`config.mk`:
```
export PLATFORM = sky130hd
export DESIGN_NAME = serial_command_frame_matcher
export DESIGN_NICKNAME = d
export VERILOG_FILES = /design/src/sv/scfm_pkg.sv /design/src/sv/scfm_front.sv /design/src/sv/scfm_queue.sv /design/src/sv/scfm_back.sv /design/src/sv/serial_command_frame_matcher.sv
export VERILOG_INCLUDE_DIRS = /design/src /design/src/sv
export SDC_FILE = /design/constraint.sdc
export NUM_CORES = 1
export LEC_CHECK = 0
export ABC_CLOCK_PERIOD_IN_PS = 2600
export BUFFER_PORTS_ARGS = -buffer_cell sky130_fd_sc_hd__buf_2
export CAP_MARGIN = 20
export CORE_ASPECT_RATIO = 0.8
export CORE_MARGIN = 5
export CORE_UTILIZATION = 45
export CTS_CLUSTER_DIAMETER = 50
export DETAILED_ROUTE_END_ITERATION = 10
export PLACE_DENSITY = 0.7
export SLEW_MARGIN = 25
export SYNTH_ARGS = -nofsm -noshare
export SYNTH_HDL_FRONTEND = slang
export SYNTH_SLANG_ARGS = --single-unit
```
`constraint.sdc`:
```
create_clock -name clk_i -period 2.6 [get_ports clk_i]
set_clock_uncertainty 0.1 [all_clocks]
set_input_delay 0.13 -clock clk_i [delete_from_list [all_inputs] [get_ports clk_i]]
set_output_delay 0.13 -clock clk_i [all_outputs]
set_load 0.02 [all_outputs]
```
`src/sv/assert_macros.svh`:
```
// ----------------------------------------------------------------------------
// assert_macros.svh
// shared assertion macros, clocked on clk_i and disabled while in reset
// ----------------------------------------------------------------------------
`ifndef ASSERT_MACROS_SVH
`define ASSERT_MACROS_SVH

// property checked at every clock edge outside reset
`define ASSERT_CLK(label, prop, msg) \
  label: assert property (@(posedge clk_i) disable iff (!rst_ni) (prop)) else $error(msg);

// implication checked at every clock edge outside reset
`define ASSERT_IMP(label, cond, prop, msg) \
  label: assert property (@(posedge clk_i) disable iff (!rst_ni) (cond) |-> (prop)) \
    else $error(msg);

`endif

```
`src/sv/scfm_pkg.sv`:
```
// ----------------------------------------------------------------------------
// scfm_pkg
// shared constants, types and helpers of the serial command frame matcher
// ----------------------------------------------------------------------------
package scfm_pkg;

  localparam int unsigned MAX_FIELD_CHARS = 9;

  localparam logic [7:0] CH_OPEN  = 8'h23;
  localparam logic [7:0] CH_CLOSE = 8'h2A;
  localparam logic [7:0] CH_SPACE = 8'h20;

  localparam int unsigned WORD_LEN   = 6;
  localparam int unsigned WORD_IDX_W = $clog2(WORD_LEN);

  localparam logic [8*WORD_LEN-1:0] WORD_UNLOCK = "unlock";
  localparam logic [8*WORD_LEN-1:0] WORD_BEEPON = "beepon";

  localparam int unsigned QUEUE_DEPTH = 2;

  typedef enum logic [1:0] {
    CODE_UNLOCK  = 2'd0,
    CODE_BEEPON  = 2'd1,
    CODE_UNKNOWN = 2'd2
  } cmd_code_e;

  // match outcome of one closed frame
  typedef struct packed {
    logic unlock_hit;
    logic beepon_hit;
  } scfm_hit_t;

  // character of a fixed word, first character at index zero
  function automatic logic [7:0] word_char(logic [8*WORD_LEN-1:0] word,
                                           logic [WORD_IDX_W-1:0] idx);
    logic [7:0] ch;
    ch = word[8*(WORD_LEN-1-int'(idx)) +: 8];
    return ch;
  endfunction

endpackage

```
`src/sv/scfm_front.sv`:
```
// ----------------------------------------------------------------------------
// scfm_front
// frame tracker: classifies each byte, keeps the running word match and
// pushes one match outcome per closed frame
// ----------------------------------------------------------------------------
`include "assert_macros.svh"

module scfm_front #(
  parameter int unsigned MaxFieldChars = scfm_pkg::MAX_FIELD_CHARS
) (
  input  logic               clk_i,
  input  logic               rst_ni,
  input  logic               byte_valid_i,
  input  logic [7:0]         byte_i,
  output logic               push_o,
  output scfm_pkg::scfm_hit_t push_data_o
);
  import scfm_pkg::*;

  localparam int unsigned CntW = $clog2(MaxFieldChars + 1);
  localparam logic [CntW-1:0] MaxLen = CntW'(MaxFieldChars);

  logic            in_frame_q, in_frame_d;
  logic            in_param_q, in_param_d;
  logic [CntW-1:0] cmd_len_q, cmd_len_d;
  logic [CntW-1:0] par_len_q, par_len_d;
  logic            unlock_ok_q, unlock_ok_d;
  logic            beepon_ok_q, beepon_ok_d;
  logic            close;
  logic            in_word;
  logic            len_is_word;
  logic            len_zero;
  logic [WORD_IDX_W-1:0] idx;

  assign in_word     = cmd_len_q < CntW'(WORD_LEN);
  assign len_is_word = cmd_len_q == CntW'(WORD_LEN);
  assign len_zero    = (cmd_len_q == '0) && (par_len_q == '0);
  assign idx         = cmd_len_q[WORD_IDX_W-1:0];

  assign close = byte_valid_i && in_frame_q && (byte_i != CH_OPEN) && (byte_i != CH_SPACE)
                 && ((byte_i == CH_CLOSE) || (cmd_len_q == CntW'(MaxFieldChars))
                     || (par_len_q == CntW'(MaxFieldChars)));

  always_comb begin
    in_frame_d  = in_frame_q;
    in_param_d  = in_param_q;
    cmd_len_d   = cmd_len_q;
    par_len_d   = par_len_q;
    unlock_ok_d = unlock_ok_q;
    beepon_ok_d = beepon_ok_q;
    if (byte_valid_i) begin
      if (byte_i == CH_OPEN) begin
        in_frame_d  = 1'b1;
        in_param_d  = 1'b0;
        cmd_len_d   = '0;
        par_len_d   = '0;
        unlock_ok_d = 1'b1;
        beepon_ok_d = 1'b1;
      end else if (!in_frame_q) begin
        in_frame_d = 1'b0;
      end else if (byte_i == CH_SPACE) begin
        in_param_d = 1'b1;
      end else if (close) begin
        in_frame_d = 1'b0;
        in_param_d = 1'b0;
        cmd_len_d  = '0;
        par_len_d  = '0;
      end else if (in_param_q) begin
        par_len_d = par_len_q + CntW'(1);
      end else begin
        if (in_word) begin
          unlock_ok_d = unlock_ok_q && (byte_i == word_char(WORD_UNLOCK, idx));
          beepon_ok_d = beepon_ok_q && (byte_i == word_char(WORD_BEEPON, idx));
        end
        cmd_len_d = cmd_len_q + CntW'(1);
      end
    end
  end

  always_ff @(posedge clk_i or negedge rst_ni) begin
    if (!rst_ni) begin
      in_frame_q  <= 1'b0;
      in_param_q  <= 1'b0;
      cmd_len_q   <= '0;
      par_len_q   <= '0;
      unlock_ok_q <= 1'b1;
      beepon_ok_q <= 1'b1;
    end else begin
      in_frame_q  <= in_frame_d;
      in_param_q  <= in_param_d;
      cmd_len_q   <= cmd_len_d;
      par_len_q   <= par_len_d;
      unlock_ok_q <= unlock_ok_d;
      beepon_ok_q <= beepon_ok_d;
    end
  end

  assign push_o                 = close;
  assign push_data_o.unlock_hit = unlock_ok_q && len_is_word;
  assign push_data_o.beepon_hit = beepon_ok_q && len_is_word;

  `ASSERT_CLK(a_len_bound, (cmd_len_q <= MaxLen) && (par_len_q <= MaxLen), "length overrun")
  `ASSERT_IMP(a_idle_clear, !in_frame_q, len_zero && !in_param_q, "stale frame state")

endmodule

```
`src/sv/scfm_queue.sv`:
```
// ----------------------------------------------------------------------------
// scfm_queue
// short fifo of match outcomes between frame tracker and result stage
// ----------------------------------------------------------------------------
`include "assert_macros.svh"

module scfm_queue (
  input  logic                clk_i,
  input  logic                rst_ni,
  input  logic                push_i,
  input  scfm_pkg::scfm_hit_t push_data_i,
  output logic                full_o,
  input  logic                pop_i,
  output logic                valid_o,
  output scfm_pkg::scfm_hit_t data_o
);
  import scfm_pkg::*;

  localparam int unsigned PtrW = $clog2(QUEUE_DEPTH);
  localparam int unsigned CntW = $clog2(QUEUE_DEPTH + 1);

  scfm_hit_t       entry_q [QUEUE_DEPTH];
  logic [PtrW-1:0] wr_ptr_q, wr_ptr_d;
  logic [PtrW-1:0] rd_ptr_q, rd_ptr_d;
  logic [CntW-1:0] count_q, count_d;
  logic            do_push;
  logic            do_pop;

  assign full_o  = count_q == CntW'(QUEUE_DEPTH);
  assign valid_o = count_q != '0;
  assign data_o  = entry_q[rd_ptr_q];
  assign do_push = push_i && !full_o;
  assign do_pop  = pop_i && valid_o;

  always_comb begin
    wr_ptr_d = wr_ptr_q;
    rd_ptr_d = rd_ptr_q;
    count_d  = count_q;
    if (do_push) begin
      wr_ptr_d = (wr_ptr_q == PtrW'(QUEUE_DEPTH - 1)) ? '0 : wr_ptr_q + PtrW'(1);
    end
    if (do_pop) begin
      rd_ptr_d = (rd_ptr_q == PtrW'(QUEUE_DEPTH - 1)) ? '0 : rd_ptr_q + PtrW'(1);
    end
    if (do_push && !do_pop) begin
      count_d = count_q + CntW'(1);
    end else if (do_pop && !do_push) begin
      count_d = count_q - CntW'(1);
    end
  end

  always_ff @(posedge clk_i or negedge rst_ni) begin
    if (!rst_ni) begin
      wr_ptr_q <= '0;
      rd_ptr_q <= '0;
      count_q  <= '0;
    end else begin
      wr_ptr_q <= wr_ptr_d;
      rd_ptr_q <= rd_ptr_d;
      count_q  <= count_d;
    end
  end

  always_ff @(posedge clk_i) begin
    if (do_push) begin
      entry_q[wr_ptr_q] <= push_data_i;
    end
  end

  `ASSERT_IMP(a_no_overflow, push_i, !full_o, "push into a full queue")

endmodule

```
`src/sv/scfm_back.sv`:
```
// ----------------------------------------------------------------------------
// scfm_back
// result stage: turns match outcomes into command codes in an output register
// ----------------------------------------------------------------------------
`include "assert_macros.svh"

module scfm_back (
  input  logic                clk_i,
  input  logic                rst_ni,
  input  logic                q_valid_i,
  input  scfm_pkg::scfm_hit_t q_data_i,
  output logic                q_pop_o,
  output logic                out_valid_o,
  input  logic                out_ready_i,
  output logic [1:0]          out_code_o
);
  import scfm_pkg::*;

  logic      valid_q, valid_d;
  cmd_code_e code_q, code_d;
  logic      load;

  assign load    = q_valid_i && (!valid_q || out_ready_i);
  assign q_pop_o = load;

  always_comb begin
    if (q_data_i.unlock_hit) begin
      code_d = CODE_UNLOCK;
    end else if (q_data_i.beepon_hit) begin
      code_d = CODE_BEEPON;
    end else begin
      code_d = CODE_UNKNOWN;
    end
  end

  always_comb begin
    valid_d = valid_q;
    if (load) begin
      valid_d = 1'b1;
    end else if (out_ready_i) begin
      valid_d = 1'b0;
    end
  end

  always_ff @(posedge clk_i or negedge rst_ni) begin
    if (!rst_ni) begin
      valid_q <= 1'b0;
    end else begin
      valid_q <= valid_d;
    end
  end

  always_ff @(posedge clk_i) begin
    if (load) begin
      code_q <= code_d;
    end
  end

  assign out_valid_o = valid_q;
  assign out_code_o  = code_q;

  `ASSERT_IMP(a_pop_on_room, $past(q_valid_i && !valid_q), valid_q, "result not loaded")

endmodule

```
`src/sv/serial_command_frame_matcher.sv`:
```
// ----------------------------------------------------------------------------
// serial_command_frame_matcher
// picks '#'-opened command frames out of a byte stream and reports whether
// the command word is "unlock", "beepon" or unknown
// ----------------------------------------------------------------------------
// channel   dir  tdata bits            handshake
// s_*       in   [7:0] rx_byte         s_tvalid_i / s_tready_o
// m_*       out  [1:0] command_code    m_tvalid_o / m_tready_i
//
// one byte per cycle while s_tready_o is high; the frame tracker decides and
// updates in the cycle a byte is taken; codes pass queue and output register
// a two-entry queue and the output register decouple the tracker from m_*;
// s_tready_o drops only while that queue is full
// rst_ni clears frame state, queue and output valid at once
// ----------------------------------------------------------------------------
module serial_command_frame_matcher #(
  parameter int unsigned MaxFieldChars = scfm_pkg::MAX_FIELD_CHARS
) (
  input  logic       clk_i,
  input  logic       rst_ni,
  input  logic       s_tvalid_i,
  output logic       s_tready_o,
  input  logic [7:0] s_tdata_i,   // [7:0] rx_byte
  output logic       m_tvalid_o,
  input  logic       m_tready_i,
  output logic [7:0] m_tdata_o    // [1:0] command_code, [7:2] zero
);
  import scfm_pkg::*;

  logic      accept;
  logic      push;
  scfm_hit_t push_data;
  logic      q_full;
  logic      q_valid;
  logic      q_pop;
  scfm_hit_t q_data;
  logic [1:0] code;

  assign s_tready_o = !q_full;
  assign accept     = s_tvalid_i && s_tready_o;

  scfm_front #(
    .MaxFieldChars(MaxFieldChars)
  ) u_front (
    .clk_i       (clk_i),
    .rst_ni      (rst_ni),
    .byte_valid_i(accept),
    .byte_i      (s_tdata_i),
    .push_o      (push),
    .push_data_o (push_data)
  );

  scfm_queue u_queue (
    .clk_i      (clk_i),
    .rst_ni     (rst_ni),
    .push_i     (push),
    .push_data_i(push_data),
    .full_o     (q_full),
    .pop_i      (q_pop),
    .valid_o    (q_valid),
    .data_o     (q_data)
  );

  scfm_back u_back (
    .clk_i      (clk_i),
    .rst_ni     (rst_ni),
    .q_valid_i  (q_valid),
    .q_data_i   (q_data),
    .q_pop_o    (q_pop),
    .out_valid_o(m_tvalid_o),
    .out_ready_i(m_tready_i),
    .out_code_o (code)
  );

  assign m_tdata_o = {6'b0, code};

endmodule
```
* Word level (Yosys, flattened, before mapping)
Memory sizes are Yosys's and may differ from the RTL's.
Index checks and enable logic that the tools add are counted.
** Storage, ports and cells
- Output and inout bits :: 10
- Memories :: 1
- Logic and storage cells :: 108
- RAM bits :: 4
- Bits in registers :: 19
** Operators by class
- Reduce and logical (&&, ||, !) cells :: 32
- Add/sub/neg operators :: 7
- Equality and inequality tests :: 15
- Mux-type cells :: 39
- Shifts and indexed selects :: 2
- $lt $le $gt $ge :: 1
** Memories
- u_queue.entry_q :: depth 2, width 2, rd ports 1, clocked after memory_dff 0, write ports 1, line scfm_queue.sv:22 : scfm_hit_t entry_q [QUEUE_DEPTH];
** Operators by type and width (number)
- 48-bit by 33-bit variable part select with 8-bit output, first input constant :: 2
- 4-bit 2-to-1 mux :: 10
- 1-bit 2-to-1 mux :: 26
- 8-bit by 6-bit == test with 1-bit output, second input constant :: 3
- 8-bit == test :: 2
- 8-bit by 6-bit inequality test with 1-bit output, second input constant :: 2
- 1-bit logical AND :: 14
- 2-bit nonzero test :: 5
- 4-bit by 1-bit adder with 4-bit output, second input constant :: 2
- 4-bit == test, second input constant :: 2
- 4-bit AND reduction :: 2
- 2-bit 2-to-1 mux :: 3
- 6-bit AND reduction :: 1
- 3-bit nonzero test :: 2
- 4-bit by 3-bit == test with 1-bit output, second input constant :: 1
- 1-bit zero test :: 4
- 4-bit by 3-bit less-than comparator with 1-bit output, second input constant :: 1
- 2-bit inequality test, second input constant :: 2
- 3-bit by 3-bit subtractor with 4-bit output, first input constant :: 1
- 1-bit logical OR :: 3
- 3-bit by 2-bit inequality test with 1-bit output, second input constant :: 1
- 3-bit AND reduction :: 1
- 1-bit adder, second input constant :: 2
- 2-bit by 1-bit adder with 2-bit output, second input constant :: 1
- 3 further kinds :: 3

* Depth between registers and ports, before layout
- Depth in word-level cells :: 12
- Mapped depth :: 13

* Hierarchy
Synthesis repeated with hierarchy kept, for this count alone.
** Unflattened totals
- Cells, all modules :: 185
- Area total of the unflattened synthesis :: 1715.4 um2
** Modules (own cells, without submodules)
- scfm_front :: instances 1, area an instance 1192.4 um2, cells each 143, sequential area each 302.8 um2
- scfm_queue :: instances 1, area an instance 350.3 um2, cells each 25, sequential area each 220.2 um2
- scfm_back :: instances 1, area an instance 113.9 um2, cells each 8, sequential area each 85.1 um2
- serial_command_frame_matcher :: instances 1, area an instance 58.8 um2, cells each 9, sequential area each 0.0 um2

* Least setup slack after synthesis
Ideal clock, no wire load.
- Path type :: flip-flop to flip-flop
- Start point :: register u_front.cmd_len_q[1]
- End point :: register u_front.unlock_ok_q
- Cell stages (with the launch flop) :: 11
- Setup time :: 67 ps
- Data arrival time :: 2455 ps
- Setup slack :: -22 ps
- Cells stage by stage :: dfrtp_1 clkbuf_1 inv_1 ha_1 clkbuf_1 or3b_2 a21oi_1 xor2_1 nor4_1 a21oi_1 nor2_1
** Between the ends
- Cells in the longest elaborated chain, start to end :: 10
- Elaborated cells on any way between the ends :: 18
- Classes of those cells :: add/sub (1); order compare (1); eq/ne (3); shift (1); mux (6); reduce/logical (6)
** RTL lines
- from (decl) :: line scfm_front.sv:25 : logic [CntW-1:0] cmd_len_q, cmd_len_d;
- from (signal assigned) :: line scfm_front.sv:91 : cmd_len_q <= cmd_len_d;
- 3-bit by 3-bit subtractor with 4-bit output :: line scfm_pkg.sv:37 : ch = word[8*(WORD_LEN-1-int'(idx)) +: 8];
- 48-bit by 33-bit variable part select with 8-bit output :: line scfm_pkg.sv:37
- 8-bit == test :: line scfm_front.sv:72 : unlock_ok_d = unlock_ok_q && (byte_i == word_char(WORD_UNLOCK, idx));
- 1-bit logical AND :: line scfm_front.sv:72
- 1-bit 2-to-1 mux :: line scfm_front.sv:71 : if (in_word) begin
- 1-bit 2-to-1 mux :: line scfm_front.sv:68 : end else if (in_param_q) begin
- 1-bit 2-to-1 mux :: line scfm_front.sv:63 : end else if (close) begin
- 1-bit 2-to-1 mux :: line scfm_front.sv:61 : end else if (byte_i == CH_SPACE) begin
- 1-bit 2-to-1 mux :: line scfm_front.sv:59 : end else if (!in_frame_q) begin
- 1-bit 2-to-1 mux :: line scfm_front.sv:52 : if (byte_i == CH_OPEN) begin
- to (signal assigned) :: line scfm_front.sv:93 : unlock_ok_q <= unlock_ok_d;
- to (decl) :: line scfm_front.sv:27 : logic unlock_ok_q, unlock_ok_d;
Several ways; a longest one is shown, not always the timed one. The select of a mux whose other input is x is not followed.
A chain may end at the register's enable or synchronous reset.

* Worst setup path after layout
Ends and elaborated chain as after synthesis.

==> impl_metrics.py <==
metrics = {
    "synthesis": {
        "ys_seq_area_share_pct": 35.2,
        "yosysTopAreaCell": "dfrtp_1",
        "synth-seq-cells": 23,
        "synth_area_mm2": 0.00173,
        "synth_edf_count": 6,
        "yosys_warnings": 0,
        "syn_area_per_cell_um2": 9.24,
        "synth.area.top_cells": "dfrtp_1 22%, edfxtp_1 10%, ha_1 7.2%",
        "yosysUniqueCellTypes": 50,
        "syn_inst": 187,
        "synth_ff_type": "dfrtp_1",
        "ys_async_sr_fraction_pct": 73.9,
        "synth_top_area_share_pct": 21.7,
    },
    "setup_path": {
        "r2r-end": "u_front.unlock_ok_q$_DFFE_PN1P_",
        "path_buf_inv": 2,
        "slowest_stage": "dfrtp_1",
        "worst_setup_path_start_kind": "register",
        "rr_worst_depth": 9,
        "crit_chain": "inv_1, ha_1, buf_4, nor4b_1, xnor2_1, o21ai_0, nor4_1, a21oi_1, nor2_1",
        "worstPathRequired_ps": 2710,
        "critPathKind": "reg -> reg",
        "cp-end-kind": "register",
        "cp_top_family": "simple AND/OR/NAND/NOR gates",
        "cp.arrival_ps": 2370,
        "max_stage_delay_ps": 400,
        "r2r_slack_ps": 330,
        "r2r-start": "u_front.cmd_len_q[1]$_DFFE_PN0P_",
        "crit_fanout": 8,
    },
    "clock_network": {
        "root_buffer": "clkbuf_8",
        "clk_latency_ps": 270,
        "cts_max_level": 1,
        "cts.path.max_buffers": 2,
        "cts_tree": "yes",
        "postCtsSetupBuffers": 0,
        "cts_made_buffers": 3,
        "cts_hold_buffers": 1,
        "clk_pin_slew_ps": 90,
        "cts_resized": 0,
        "clock-sinks": 23,
    },
    "finish": {
        "regArea_um2": 608,
        "drive_gt1_share_pct": 18.1,
        "instances_no_fill": 248,
        "nFillCells": 360,
        "area_delta_synth_final_pct": 8.54,
        "final_nets": 227,
        "final_cell_mix": "15 x buf_2, 15 x dfrtp_1, 14 x nor2_1, 14 x nand2_1",
        "multi_input_area_um2": 991,
        "num_antenna_cells": 0,
    },
    "worst_hold_path": {
        "holdCritStartpoint": "m_tready_i",
        "hp-class": "in -> reg",
        "min_to": "u_back.out_valid_o$_DFFE_PN0P_",
        "holdPathStages": 3,
    },
    "power": {
        "power_density_mw_per_mm2": 825,
        "power.leakage_nw": 0.832,
        "peakVddDrop_mv": 0.453,
    },
    "global_routing": {
        "grt_pass1_vias": 1261,
        "grt_max_degree": 18,
        "grt_antenna_before_repair": 0,
        "overflow": 0,
        "grt_pass1_wl_um": 5840,
        "grt_use_total_pct": 14.6,
    },
    "floorplanning": {
        "die_h_um": 65.4,
        "die_area_mm2": 0.00519,
        "ios": 22,
        "start_util_pct": 46.0,
        "row_count": 20,
        "core_region_area_mm2": 0.00375,
        "die_w_um": 79.3,
    },
    "drt": {
        "final_antenna_net_count": 0,
        "avgRoutedWirePerCell_um": 13.8,
        "post-route-drc-count": 0,
        "vias_per_cell": 5.64,
        "first_pass_iters": 4,
        "dr.first_iter.drc_count": 89,
        "vias": 1398,
        "wl_um": 3420,
    },
    "flow_run": {
        "max-cap-violations": 0,
    },
    "sta": {
        "tns_ps": 0,
        "setup_viol": 0,
        "hold_viol": 0,
        "rsz0062_at_grt": "false",
        "max_freq_mhz": 441,
        "layout_worst_path_cycle_share_pct": 87.2,
        "finalCriticalPeriod_ps": 2270,
        "maxSlewViolCount": 0,
    },
    "placement": {
        "dp_hpwl_um": 2620,
        "gp_congestion": 0.837,
        "dp_cells": 243,
        "io_buffers": 15,
    },
    "run_status": {
        "outcome": "finished clean",
    },
}
## report_power, final
part,internal [mW],leakage (nW),switching (mW)
clock network,0.107,0.0255,0.117
registers,0.452,0.279,0.0719
logic,0.356,0.528,0.444
total,0.915,0.832,0.633
## layer usage
metal  up-vias  track usage, %  share of wire, %
met5         -               0                 0
met4         0            6.22               1.3
met3         5            3.29               5.6
met2        42            22.3                45
met1       670            19.8                48
li1        681               -                 -
## worst max path at each step
stage / from / to / slack, ps / cells past startpoint
floorplan: u_front.cmd_len_q[1]$_DFFE_PN0P_ / u_front.unlock_ok_q$_DFFE_PN1P_ / 110 / 10
global placement: s_tdata_i[4] / u_front.cmd_len_q[2]$_DFFE_PN0P_ / 280 / 7
detailed placement: s_tdata_i[4] / u_front.cmd_len_q[2]$_DFFE_PN0P_ / 230 / 7
CTS: u_front.cmd_len_q[1]$_DFFE_PN0P_ / u_front.unlock_ok_q$_DFFE_PN1P_ / 330 / 9
global route: u_front.cmd_len_q[1]$_DFFE_PN0P_ / u_queue.count_q[1]$_DFFE_PN0P_ / 120 / 12
finish: u_front.cmd_len_q[1]$_DFFE_PN0P_ / u_front.unlock_ok_q$_DFFE_PN1P_ / 330 / 9
## logic make-up after synthesis
group | Yosys count | synth area share, %
compound gates | 43 | 18.5
simple gates | 69 | 22.2
xor+xnor | 15 | 7.60
mux | 1 | 0.579
fa+ha+maj | 10 | 7.24
buf+inv | 25 | 8.54
other cells | 1 | 0.217
flops | 23 | 35.2
## area by class of cell
class | count | share of cell area (%)
clock buffers | 3 | 2.20
clock inverters | 1 | 0.267
well taps | 44 | 2.94
inverters | 10 | 2.00
multi-input cells | 144 | 52.8
repair buffers | 23 | 7.34
flip-flops and latches | 23 | 32.4
## Yosys cell counts, drive strengths merged (3+ instances only)
| master | count |
|---|---|
| o2bb2ai | 3 |
| a21oi | 7 |
| ha | 10 |
| xor2 | 8 |
| dfrtp | 15 |
| a211oi | 4 |
| clkbuf | 4 |
| nor2 | 14 |
| nand2b | 9 |
| nand4 | 3 |
| a21o | 5 |
| edfxtp | 6 |
| buf | 11 |
| o21ai | 8 |
| nor2b | 3 |
| or2 | 3 |
| nor3 | 7 |
| xnor2 | 7 |
| inv | 10 |
| nand2 | 14 |
## sequential cells by signal, indices dropped and copies added (netlist names)
signal	cells
u_front.cmd_len_q	4
u_front.par_len_q	4
u_queue.entry_q	4
u_back.out_code_o	2
u_queue.count_q	2
u_back.out_valid_o	1
u_front.beepon_ok_q	1
u_front.in_frame_q	1
u_front.in_param_q	1
u_front.unlock_ok_q	1
u_queue.rd_ptr_q	1
u_queue.wr_ptr_q	1
## worst min-delay path, delay by kind of cell
kind / cells / cell delay, ps
buffers and inverters: 1 / 70
and+or+nand+nor: 2 / 150
## stage by stage
step / utilization, % / hold WS (ps) / cell area (um2) / total power [mW] / worst slack [ps]
2_1_floorplan: - / -266 / 1750 / 1.12 / 107
3_3_place_gp: 48.5 / -25.6 / 1820 / 1.31 / 276
5_1_grt: 50.0 / 27.0 / 1880 / 1.69 / 124
3_5_place_dp: 48.5 / -11.6 / 1820 / 1.33 / 230
4_1_cts: 50.0 / 17.5 / 1880 / 1.56 / 326
6_report: 50.0 / 22.4 / 1880 / 1.55 / 332
Note: power is estimated with default switching activity, not from simulation.
